**config.mk**
```make
export PLATFORM = sky130hd
export DESIGN_NAME = sse_cmp
export DESIGN_NICKNAME = d
export VERILOG_FILES = /design/src/sse_pkg.sv /design/src/sse_cmp.sv
export SDC_FILE = /design/constraint.sdc
export NUM_CORES = 1
export LEC_CHECK = 0
export BUFFER_PORTS_ARGS = -buffer_cell sky130_fd_sc_hd__buf_2
export CAP_MARGIN = 10
export CELL_PAD_IN_SITES_DETAIL_PLACEMENT = 1
export CELL_PAD_IN_SITES_GLOBAL_PLACEMENT = 1
export CORE_MARGIN = 2
export CORE_UTILIZATION = 27
export DETAILED_ROUTE_END_ITERATION = 10
export GPL_TIMING_DRIVEN = 0
export PLACE_DENSITY = 0.91
export SLEW_MARGIN = 20
export SYNTH_ARGS = -nofsm -noshare
export SYNTH_HDL_FRONTEND = slang
export SYNTH_SLANG_ARGS = --single-unit
```
**constraint.sdc**
```tcl
create_clock -name vclk -period 2.4
set_clock_uncertainty 0.2 [all_clocks]
set_input_delay 0.24 -clock vclk [all_inputs]
set_output_delay 0.24 -clock vclk [all_outputs]
set_load 0.01 [all_outputs]
```
**src/sse_pkg.sv**
```systemverilog
// Shared types and constants for the sorted set engine.
package sse_pkg;

    localparam int CAPACITY = 256;
    localparam int ADDR_W   = $clog2(CAPACITY);
    localparam int CNT_W    = $clog2(CAPACITY + 1);
    localparam int KEY_W    = 32;

    localparam logic [CNT_W-1:0] CAP_CNT = CNT_W'(CAPACITY);

    localparam logic [1:0] OP_MEMBER = 2'd0;
    localparam logic [1:0] OP_INSERT = 2'd1;
    localparam logic [1:0] OP_DELETE = 2'd2;

    typedef logic signed [KEY_W-1:0] t_key;

    typedef struct packed {
        logic [1:0] op;
        t_key       value;
    } t_req;

    typedef struct packed {
        logic success;
        logic full_res;
    } t_res;

    typedef struct packed {
        logic              re;
        logic [ADDR_W-1:0] raddr;
        logic              we;
        logic [ADDR_W-1:0] waddr;
        t_key              wdata;
    } t_mem_req;

    typedef struct packed {
        logic lt;
        logic eq;
    } t_cmp;

    typedef enum logic [2:0] {
        S_IDLE,
        S_SRCH_RD,
        S_SRCH_CMP,
        S_INS_RD,
        S_INS_WR,
        S_DEL_RD,
        S_DEL_WR,
        S_DONE
    } t_state;

endpackage

```
**src/sse_cmp.sv**
```systemverilog
// Shared signed comparator between a stored key and the requested key.
module sse_cmp (
    input  sse_pkg::t_key i_data,
    input  sse_pkg::t_key i_key,
    output sse_pkg::t_cmp o_cmp
);

    assign o_cmp.lt = (i_data < i_key);
    assign o_cmp.eq = (i_data == i_key);

endmodule

```
==> results.toml <==
[run_status]
outcome = "completed"

[floorplan]
die-height_um = 59.14
placementRows = 20
core_area_mm2 = 0.002978
horizontal_die_dimension_um = 59.14
io_pins = 66
floorplan.initialDensity_pct = 27.56
dieArea_mm2 = 0.003497

[sta]
fin_setup_tns_ns = 0
clock.fmax_ghz = 0.4494
unrepaired_setup_endpoints_after_global_routing = "false"
final.min_clock_period_ns = 2.225
final-max-slew-violation-count = 0
hold_violations = 0
timing.slew.headroom_pct = 74.33
transition_time_of_the_tightest_slew_check_pin_ns = 0.3815
timing.final.crit_share_pct = 92.72
final_setup_violation_count = 0

[drt]
routedWlPerCell_um = 9.967
remaining_design_rule_violation_count = 0
routed-via-count = 1012
first_pass_iters = 4
number_of_drc_markers_in_iteration_0 = 4
routed_wirelength_mm = 2.113
avgViaCountPerCell = 4.774
drtAntennaViolNets = 0

[pwr]
power_uw = 173.2
irDropWorstVdd_uv = 50.15
cellLeakagePower_nw = 0.7653
pwr_density_cell_mw_per_mm2 = 145.2

[synthesis]
synthesis.yosys.warnings = 0
synthSimpleGateAreaFrac_pct = 16.01
post_synth_inst_count = 113
synth_seq_area_share_pct = 0
synth_xor_area_share_pct = 0
synth_top_family_by_area = "adder cells"
synthDistinctLibCells = 24
yosys-top-cells-area = "sky130_fd_sc_hd__ha_1 49%, sky130_fd_sc_hd__inv_1 15%, sky130_fd_sc_hd__a21oi_1 6.7%"
syn_area_per_cell_um2 = 7.264
post_synth_fa_ha_maj_area_fraction_pct = 48.78
syn_nets = 209
synth_compound_gate_area_share_pct = 20.58
fraction_of_post_synthesis_cell_area_in_the_top_cell_type_by_area_pct = 48.78
syn_area_um2 = 820.8
share_of_cell_area_taken_by_muxes_after_synthesis_pct = 0
post-synth-top-area-cell = "sky130_fd_sc_hd__ha_1"

[place]
post_dp_hpwl_mm = 2.112
place.gp.congestion = 0.6873
placement.io_buffers = 66

[global_routing]
pin_count_of_the_biggest_net_entering_global_routing = 5
global_router_s_overall_resource_usage_pct = 12.78
total_global_routing_overflow = 0
grt_pass1_wl_mm = 3.719
initial_antenna_violation_count = 0
first_global_vias = 1039

[setup_path]
timing.critical_path.from = "i_key[14]"
timing.setup.critical_path_class = "in -> out"
critPathArrivalTime_ns = 1.79
timing.critical_path.fanout_max = 3
end_kind = "output port"
setup.worst_path.end = "o_cmp[1]"
critical_path_required_ns = 1.96
worstSetupStartpointType = "primary input"

[worst_hold_path]
worstHoldPathType = "in -> out"

[clocking]
cts_hold_buf = 0
cts_setup_buffers = 0
cts_resized = 0

[layout]
regArea_um2 = 0
num-clock-buffers = 0
area_overhead_vs_synth_pct = 45.27
layout.sequential_cells = 0
antenna_cells_inserted = 0
layout.nets = 277
post_route_cells_drive_above_1_share_pct = 39.66

[run]
cap_violations = 0
## cell type report
type	instances	area [µm²]
inverter	32	120.1
tap	33	41.29
timing repair buffer	66	330.3
fill	412	1785
multi-input combinational	81	700.7
## worst min path at each step
stage,slack [ns],cells past startpoint,endpoint,start
after floorplan,0.56,2,o_cmp[1],i_data[31]
after global placement,0.78,4,o_cmp[1],i_data[31]
after detailed placement,0.79,5,o_cmp[0],i_key[0]
after CTS,0.80,4,o_cmp[1],i_data[31]
after global routing,0.82,4,o_cmp[1],i_data[31]
final,0.79,4,o_cmp[1],i_data[31]
## report_power, final
part / total, mW / switching [mW] / internal (mW)
Combinational: 0.173 / 0.0811 / 0.0921
Clock: 0 / 0 / 0
Sequential: 0 / 0 / 0
Total: 0.173 / 0.0811 / 0.0921
## cell usage in the layout, fill, tap and decap left out, drive strengths merged
cell | synthesis | final
inv | 32 | 32
nand4 | 7 | 7
nor2 | 4 | 4
nor2b | 1 | 1
nor3 | 1 | 1
a211oi | 1 | 1
o21ai | 3 | 3
a221o | 1 | 1
o22ai | 1 | 1
a21oi | 12 | 12
a221oi | 1 | 1
a21boi | 1 | 1
buf | 0 | 66
nand2 | 7 | 7
o211ai | 1 | 1
o2111ai | 1 | 1
nor4 | 2 | 2
a21o | 2 | 2
o31a | 1 | 1
ha | 32 | 32
nand3 | 2 | 2
## critical path: stages
cell	delay [ns]
sky130_fd_sc_hd__buf_2	0.07
sky130_fd_sc_hd__inv_1	0.03
sky130_fd_sc_hd__ha_1	0.32
sky130_fd_sc_hd__nand4_1	0.18
sky130_fd_sc_hd__nor4_2	0.35
sky130_fd_sc_hd__a21boi_2	0.20
sky130_fd_sc_hd__o31a_1	0.17
sky130_fd_sc_hd__o22ai_2	0.06
sky130_fd_sc_hd__buf_2	0.15
## Yosys cell counts, drive strengths merged
master,count
nand3,2
a211oi,1
o31a,1
o211ai,1
o2111ai,1
nor3,1
inv,32
a21oi,12
ha,32
nor4,2
nand2,7
nor2,4
nand4,7
a221o,1
a21o,2
a221oi,1
o21ai,3
o22ai,1
a21boi,1
nor2b,1
## routing by layer
layer,vias to the layer above,wire [µm],part of all wire (%),global-route usage (%)
li1,530,-,-,-
met1,442,815,39,13.11
met2,40,1144,54,28.57
met3,0,152,7.2,0.8734
met4,0,0,0,0
met5,-,0,0,0
## stage by stage
step,hold slack [ns],instance area [µm²],utilization (%),setup WS [ns],std cells
final,0.7906,1192,40.04,0.1747,212
after global routing,0.8157,1192,40.04,0.02899,212
after CTS,0.7965,1192,40.04,0.1430,212
after detailed placement,0.7930,1192,40.04,0.1384,212
after global placement,0.7836,1192,40.04,0.1607,212
after floorplan,0.5557,820.8,-,0.4578,113
## cell families (layout without fill, tap and decap cells)
logic type               Yosys count  after routing
buffers and inverters             32             98
AO/OA/AOI/OAI                     25             25
adder cells (fa/ha/maj)           32             32
AND/OR/NAND/NOR                   24             24
Power figures use the tool's default switching activity.
