===== src/sse_pkg.sv =====
// Shared types and constants for the sorted set engine.
package sse_pkg;

    localparam int CAPACITY = 256;
    localparam int ADDR_W   = $clog2(CAPACITY);
    localparam int CNT_W    = $clog2(CAPACITY + 1);
    localparam int KEY_W    = 32;

    localparam logic [CNT_W-1:0] CAP_CNT = CNT_W'(CAPACITY);

    localparam logic [1:0] OP_MEMBER = 2'd0;
    localparam logic [1:0] OP_INSERT = 2'd1;
    localparam logic [1:0] OP_DELETE = 2'd2;

    typedef logic signed [KEY_W-1:0] t_key;

    typedef struct packed {
        logic [1:0] op;
        t_key       value;
    } t_req;

    typedef struct packed {
        logic success;
        logic full_res;
    } t_res;

    typedef struct packed {
        logic              re;
        logic [ADDR_W-1:0] raddr;
        logic              we;
        logic [ADDR_W-1:0] waddr;
        t_key              wdata;
    } t_mem_req;

    typedef struct packed {
        logic lt;
        logic eq;
    } t_cmp;

    typedef enum logic [2:0] {
        S_IDLE,
        S_SRCH_RD,
        S_SRCH_CMP,
        S_INS_RD,
        S_INS_WR,
        S_DEL_RD,
        S_DEL_WR,
        S_DONE
    } t_state;

endpackage


===== src/sse_seq.sv =====
// Sequencer: linear search, then shifting of entries for insert and delete.
module sse_seq (
    input  logic              i_clk,
    input  logic              i_rst_n,
    input  logic              start,
    input  sse_pkg::t_req     i_req,
    output logic              busy,
    output logic              o_valid,
    output sse_pkg::t_res     o_res,
    output sse_pkg::t_mem_req o_mem,
    input  sse_pkg::t_key     i_rdata,
    input  sse_pkg::t_cmp     i_cmp,
    output sse_pkg::t_key     o_key
);

    sse_pkg::t_state            r_state, n_state;
    logic [1:0]                 r_op, n_op;
    sse_pkg::t_key              r_key, n_key;
    logic [sse_pkg::CNT_W-1:0]  r_idx, n_idx;
    logic [sse_pkg::CNT_W-1:0]  r_pos, n_pos;
    logic [sse_pkg::CNT_W-1:0]  r_cnt, n_cnt;
    logic                       r_ok, n_ok;
    logic                       r_full, n_full;

    logic [sse_pkg::CNT_W-1:0]  w_prev, w_next;
    logic                       w_held;

    assign w_prev = r_idx - sse_pkg::CNT_W'(1);
    assign w_next = r_idx + sse_pkg::CNT_W'(1);

    always_ff @(posedge i_clk) begin
        if (!i_rst_n) begin
            r_state <= sse_pkg::S_IDLE;
            r_cnt   <= '0;
        end else begin
            r_state <= n_state;
            r_cnt   <= n_cnt;
        end
    end

    always_ff @(posedge i_clk) begin
        r_op   <= n_op;
        r_key  <= n_key;
        r_idx  <= n_idx;
        r_pos  <= n_pos;
        r_ok   <= n_ok;
        r_full <= n_full;
    end

    always_comb begin
        n_state = r_state;
        n_op    = r_op;
        n_key   = r_key;
        n_idx   = r_idx;
        n_pos   = r_pos;
        n_cnt   = r_cnt;
        n_ok    = r_ok;
        n_full  = r_full;
        w_held  = 1'b0;
        o_mem   = '0;

        unique case (r_state) inside
            sse_pkg::S_IDLE: begin
                if (start) begin
                    n_op    = i_req.op;
                    n_key   = i_req.value;
                    n_idx   = '0;
                    n_ok    = 1'b0;
                    n_full  = 1'b0;
                    n_state = sse_pkg::S_SRCH_RD;
                end
            end
            sse_pkg::S_SRCH_RD, sse_pkg::S_SRCH_CMP: begin
                if (r_state == sse_pkg::S_SRCH_RD && r_idx != r_cnt) begin
                    o_mem.re    = 1'b1;
                    o_mem.raddr = r_idx[sse_pkg::ADDR_W-1:0];
                    n_state     = sse_pkg::S_SRCH_CMP;
                end else if (r_state == sse_pkg::S_SRCH_CMP && i_cmp.lt) begin
                    n_idx   = w_next;
                    n_state = sse_pkg::S_SRCH_RD;
                end else begin
                    // Search ended at r_idx: end of list or first key not below.
                    w_held  = (r_state == sse_pkg::S_SRCH_CMP) && i_cmp.eq;
                    n_pos   = r_idx;
                    n_state = sse_pkg::S_DONE;
                    unique case (r_op)
                        sse_pkg::OP_MEMBER: begin
                            n_ok = w_held;
                        end
                        sse_pkg::OP_INSERT: begin
                            if (!w_held) begin
                                if (r_cnt == sse_pkg::CAP_CNT) begin
                                    n_full = 1'b1;
                                end else begin
                                    n_idx   = r_cnt;
                                    n_state = sse_pkg::S_INS_RD;
                                end
                            end
                        end
                        sse_pkg::OP_DELETE: begin
                            if (w_held) begin
                                n_state = sse_pkg::S_DEL_RD;
                            end
                        end
                        default: begin
                            n_ok = 1'b0;
                        end
                    endcase
                end
            end
            sse_pkg::S_INS_RD: begin
                if (r_idx == r_pos) begin
                    o_mem.we    = 1'b1;
                    o_mem.waddr = r_idx[sse_pkg::ADDR_W-1:0];
                    o_mem.wdata = r_key;
                    n_cnt       = r_cnt + sse_pkg::CNT_W'(1);
                    n_ok        = 1'b1;
                    n_state     = sse_pkg::S_DONE;
                end else begin
                    o_mem.re    = 1'b1;
                    o_mem.raddr = w_prev[sse_pkg::ADDR_W-1:0];
                    n_state     = sse_pkg::S_INS_WR;
                end
            end
            sse_pkg::S_INS_WR: begin
                o_mem.we    = 1'b1;
                o_mem.waddr = r_idx[sse_pkg::ADDR_W-1:0];
                o_mem.wdata = i_rdata;
                n_idx       = w_prev;
                n_state     = sse_pkg::S_INS_RD;
            end
            sse_pkg::S_DEL_RD: begin
                if (w_next == r_cnt) begin
                    n_cnt   = r_cnt - sse_pkg::CNT_W'(1);
                    n_ok    = 1'b1;
                    n_state = sse_pkg::S_DONE;
                end else begin
                    o_mem.re    = 1'b1;
                    o_mem.raddr = w_next[sse_pkg::ADDR_W-1:0];
                    n_state     = sse_pkg::S_DEL_WR;
                end
            end
            sse_pkg::S_DEL_WR: begin
                o_mem.we    = 1'b1;
                o_mem.waddr = r_idx[sse_pkg::ADDR_W-1:0];
                o_mem.wdata = i_rdata;
                n_idx       = w_next;
                n_state     = sse_pkg::S_DEL_RD;
            end
            sse_pkg::S_DONE: begin
                n_state = sse_pkg::S_IDLE;
            end
            default: begin
                n_state = sse_pkg::S_IDLE;
            end
        endcase
    end

    assign busy           = (r_state != sse_pkg::S_IDLE);
    assign o_valid        = (r_state == sse_pkg::S_DONE);
    assign o_res.success  = r_ok;
    assign o_res.full_res = r_full;
    assign o_key          = r_key;

endmodule


===== config.mk =====
export PLATFORM = sky130hd
export DESIGN_NAME = sse_seq
export DESIGN_NICKNAME = d
export VERILOG_FILES = /design/src/sse_pkg.sv /design/src/sse_seq.sv
export SDC_FILE = /design/constraint.sdc
export NUM_CORES = 1
export LEC_CHECK = 0
export ABC_AREA = 1
export BUFFER_PORTS_ARGS = -buffer_cell sky130_fd_sc_hd__buf_2
export CAP_MARGIN = 20
export CORE_MARGIN = 10
export CORE_UTILIZATION = 48
export CTS_CLUSTER_SIZE = 10
export DETAILED_ROUTE_END_ITERATION = 12
export GPL_ROUTABILITY_DRIVEN = 0
export PLACE_DENSITY_LB_ADDON = 0.25
export SETUP_SLACK_MARGIN = 0.15
export SYNTH_ARGS = -nofsm -noshare
export SYNTH_HDL_FRONTEND = slang
export SYNTH_SLANG_ARGS = --single-unit

===== constraint.sdc =====
create_clock -name i_clk -period 3.7 [get_ports i_clk]
set_input_delay 0.74 -clock i_clk [delete_from_list [all_inputs] [get_ports i_clk]]
set_output_delay 0.74 -clock i_clk [all_outputs]
set_load 0.01 [all_outputs]

==> impl_metrics.env <==
export IMPL_status="finished clean"
export IMPL_totalWireLength_mm=13.6
export IMPL_synth_most_common_cell="nand2_1"
export IMPL_start_kind="flip-flop"
export IMPL_crit_arrival_ns=2.63
export IMPL_num_rows=34
export IMPL_async_reset_ff_frac=0
export IMPL_synthTopCellsByCount="123 x nand2_1, 62 x inv_1, 54 x edfxtp_1"
export IMPL_h_tree_depth=3
export IMPL_synth_top_area_share=0.385
export IMPL_seq_area_um2=1860
export IMPL_totalPowerFinal_w=0.00440
export IMPL_critPathMaxStageDelay_ns=0.48
export IMPL_syn_inst=490
export IMPL_relSlewSlack=0.375
export IMPL_rr_endpoint="r_state[2]"
export IMPL_max_freq_ghz=0.296
export IMPL_start_util=0.488
export IMPL_rsz0062_at_grt="no"
export IMPL_cp_depth=15
export IMPL_clockRootBuffer="clkbuf_8"
export IMPL_path_cells="buf_4 > ha_1 > nand2_1 > inv_1 > nand2_1 > nand2_1 > nand2_1 > nand2_1 > nor2_2 > nand2_2 > nand2_8 > inv_1 > nand2_1 > o221ai_1 > buf_2"
export IMPL_die_y_um=114
export IMPL_critPathCaptureType="output pin"
export IMPL_die_w_um=114
export IMPL_grt_max_degree=35
export IMPL_detail_route_antenna_nets=0
export IMPL_synth_cell_area_um2=4210
export IMPL_vdd_ir_drop_max_mv=0.316
export IMPL_ioPinCount=157
export IMPL_finalSetupTns_ns=0
export IMPL_cp_max_fo=13
export IMPL_critPathRequiredTime_ns=2.96
export IMPL_setup_viol_count_final=0
export IMPL_fp_dieArea_um2=12900
export IMPL_crit_slowest_cell="edfxtp_1"
export IMPL_min_from="i_req[13]"
export IMPL_synth_seq_cells=66
export IMPL_antenna_found_initial=0
export IMPL_cts_tree="yes"
export IMPL_io_buffers=156
export IMPL_powerDensity_nw_per_um2=827
export IMPL_synth_cell_types=40
export IMPL_avgViaCountPerCell=5.59
export IMPL_post_drt_wl_per_cell_um=18.0
export IMPL_drive_gt1_frac=0.306
export IMPL_finalHoldViolations=0
export IMPL_maxSlewViolCount=0
export IMPL_worstReg2RegStart="r_idx[2]"
export IMPL_track_usage=0.200
export IMPL_skew_ns=0.00805
export IMPL_avgSynthCellArea_um2=8.59
export IMPL_final_area_um2=5320
export IMPL_worstSetupPathType="reg -> out"
export IMPL_synth_fp_nets=574
export IMPL_cts_inserted_buffers=9
export IMPL_dp_hpwl_mm=10.5
export IMPL_crit_end="o_mem[42]"
export IMPL_synth_top_area_cell="edfxtp_1"
export IMPL_crit_path_start="r_idx[0]"
export IMPL_layout_nets=727
export IMPL_via_count=4228
export IMPL_syn2layout_area_growth_pct=26.2
export IMPL_synthTopCellsByArea="edfxtp_1 39%, nand2_1 11%, a32o_1 7.6%"
export IMPL_cts_sinks=66
export IMPL_grt_pass1_wl_mm=21.2
export IMPL_drtIter0Drc=345
export IMPL_hold_buffers=0
export IMPL_hp_class="in -> reg"
export IMPL_grt_pass1_vias=4178
export IMPL_period_share=0.912
export IMPL_path_delay_family="simple AND/OR/NAND/NOR gates"
export IMPL_multiInputGateArea_um2=2010
export IMPL_clock_path_buffers=2
export IMPL_clk_latency_ns=0.35
export IMPL_path_clk_slew_ns=0.08
export IMPL_holdWs_ns=0.553
export IMPL_dpl_cell_area_um2=5040
export IMPL_nFillCells=775
export IMPL_synth_edff_count=54
export IMPL_path_common_cell="nand2_1"
export IMPL_drv_cap=0
export IMPL_crit_buf_inv=4
export IMPL_insertedDiodeCount=0
export IMPL_reg2reg_depth=11
export IMPL_ys_seq_area_frac=0.442
export IMPL_yosys_warnings=0
export IMPL_synth_main_ff_cell="edfxtp_1"
export IMPL_tightest_slew_ns=0.935
export IMPL_holdPathStages=1
export IMPL_grt_overflow=0
export IMPL_reg2reg_slack_ns=0.73
export IMPL_power_leakage_nw=2.61
export IMPL_core_area_um2=8640
export IMPL_finalCriticalPeriod_ns=3.37
export IMPL_drc=0
export IMPL_dr_pass1_iters=5
[how the worst min path moves through the flow]
stage,to
CTS,o_key[11]
detailed placement,r_cnt[8]
global route,o_key[21]
finish,o_key[13]
floorplan,r_pos[5]
global placement,r_cnt[8]
[cell usage in the layout, fill, tap and decap left out, drive strengths merged, types with 13 or more instances in the layout]
| cell type | n |
|---|---|
| nor2 | 54 |
| a32o | 32 |
| inv | 65 |
| nand3 | 19 |
| edfxtp | 54 |
| nand4 | 13 |
| xor2 | 15 |
| buf | 164 |
| xnor2 | 13 |
| nand2 | 129 |
[registers in the layout (all words and copies together), names as in the netlist]
register  cells
r_full        1
o_key        32
r_state       3
r_cnt         9
r_idx         9
r_ok          1
r_op          2
r_pos         9
[through the flow]
step	worst slack, ns	instances	utilization
detailed placement	0.695	735	0.584
finish	0.326	756	0.615
global placement	0.758	735	0.584
global route	0.138	756	0.615
floorplan	1.05	490	-
CTS	0.313	751	0.610
[power breakdown]
part	internal (W)	switching, W
registers	0.00119	0.000276
clock network	0.000385	0.000317
logic	0.000780	0.00145
[what timing repair did]
action	CTS	global route
setup buffers	0	5
endpoints found under the setup margin	0	6
gates resized for setup	0	3
[per-layer routing]
| layer | routed length (um) | track usage |
|---|---|---|
| met4 | 344 | 0.0719 |
| met3 | 1310 | 0.0614 |
| met1 | 5050 | 0.232 |
| met5 | 0 | 0 |
| met2 | 6890 | 0.341 |
[final cells by class]
class | instances | share of cell area
Multi-Input combinational cell | 338 | 0.379
Sequential cell | 66 | 0.350
Timing Repair Buffer | 164 | 0.158
Inverter | 64 | 0.0452
Tap cell | 108 | 0.0254
Clock buffer | 9 | 0.0233
Clock inverter | 7 | 0.0188
[logic make-up after synthesis]
kind of cell / share of synthesized area
compound gates: 0.143
xor+xnor: 0.0582
fa+ha+maj: 0.0404
buf+inv: 0.0856
flops: 0.442
simple gates: 0.231
Power figures use the tool's default switching activity.
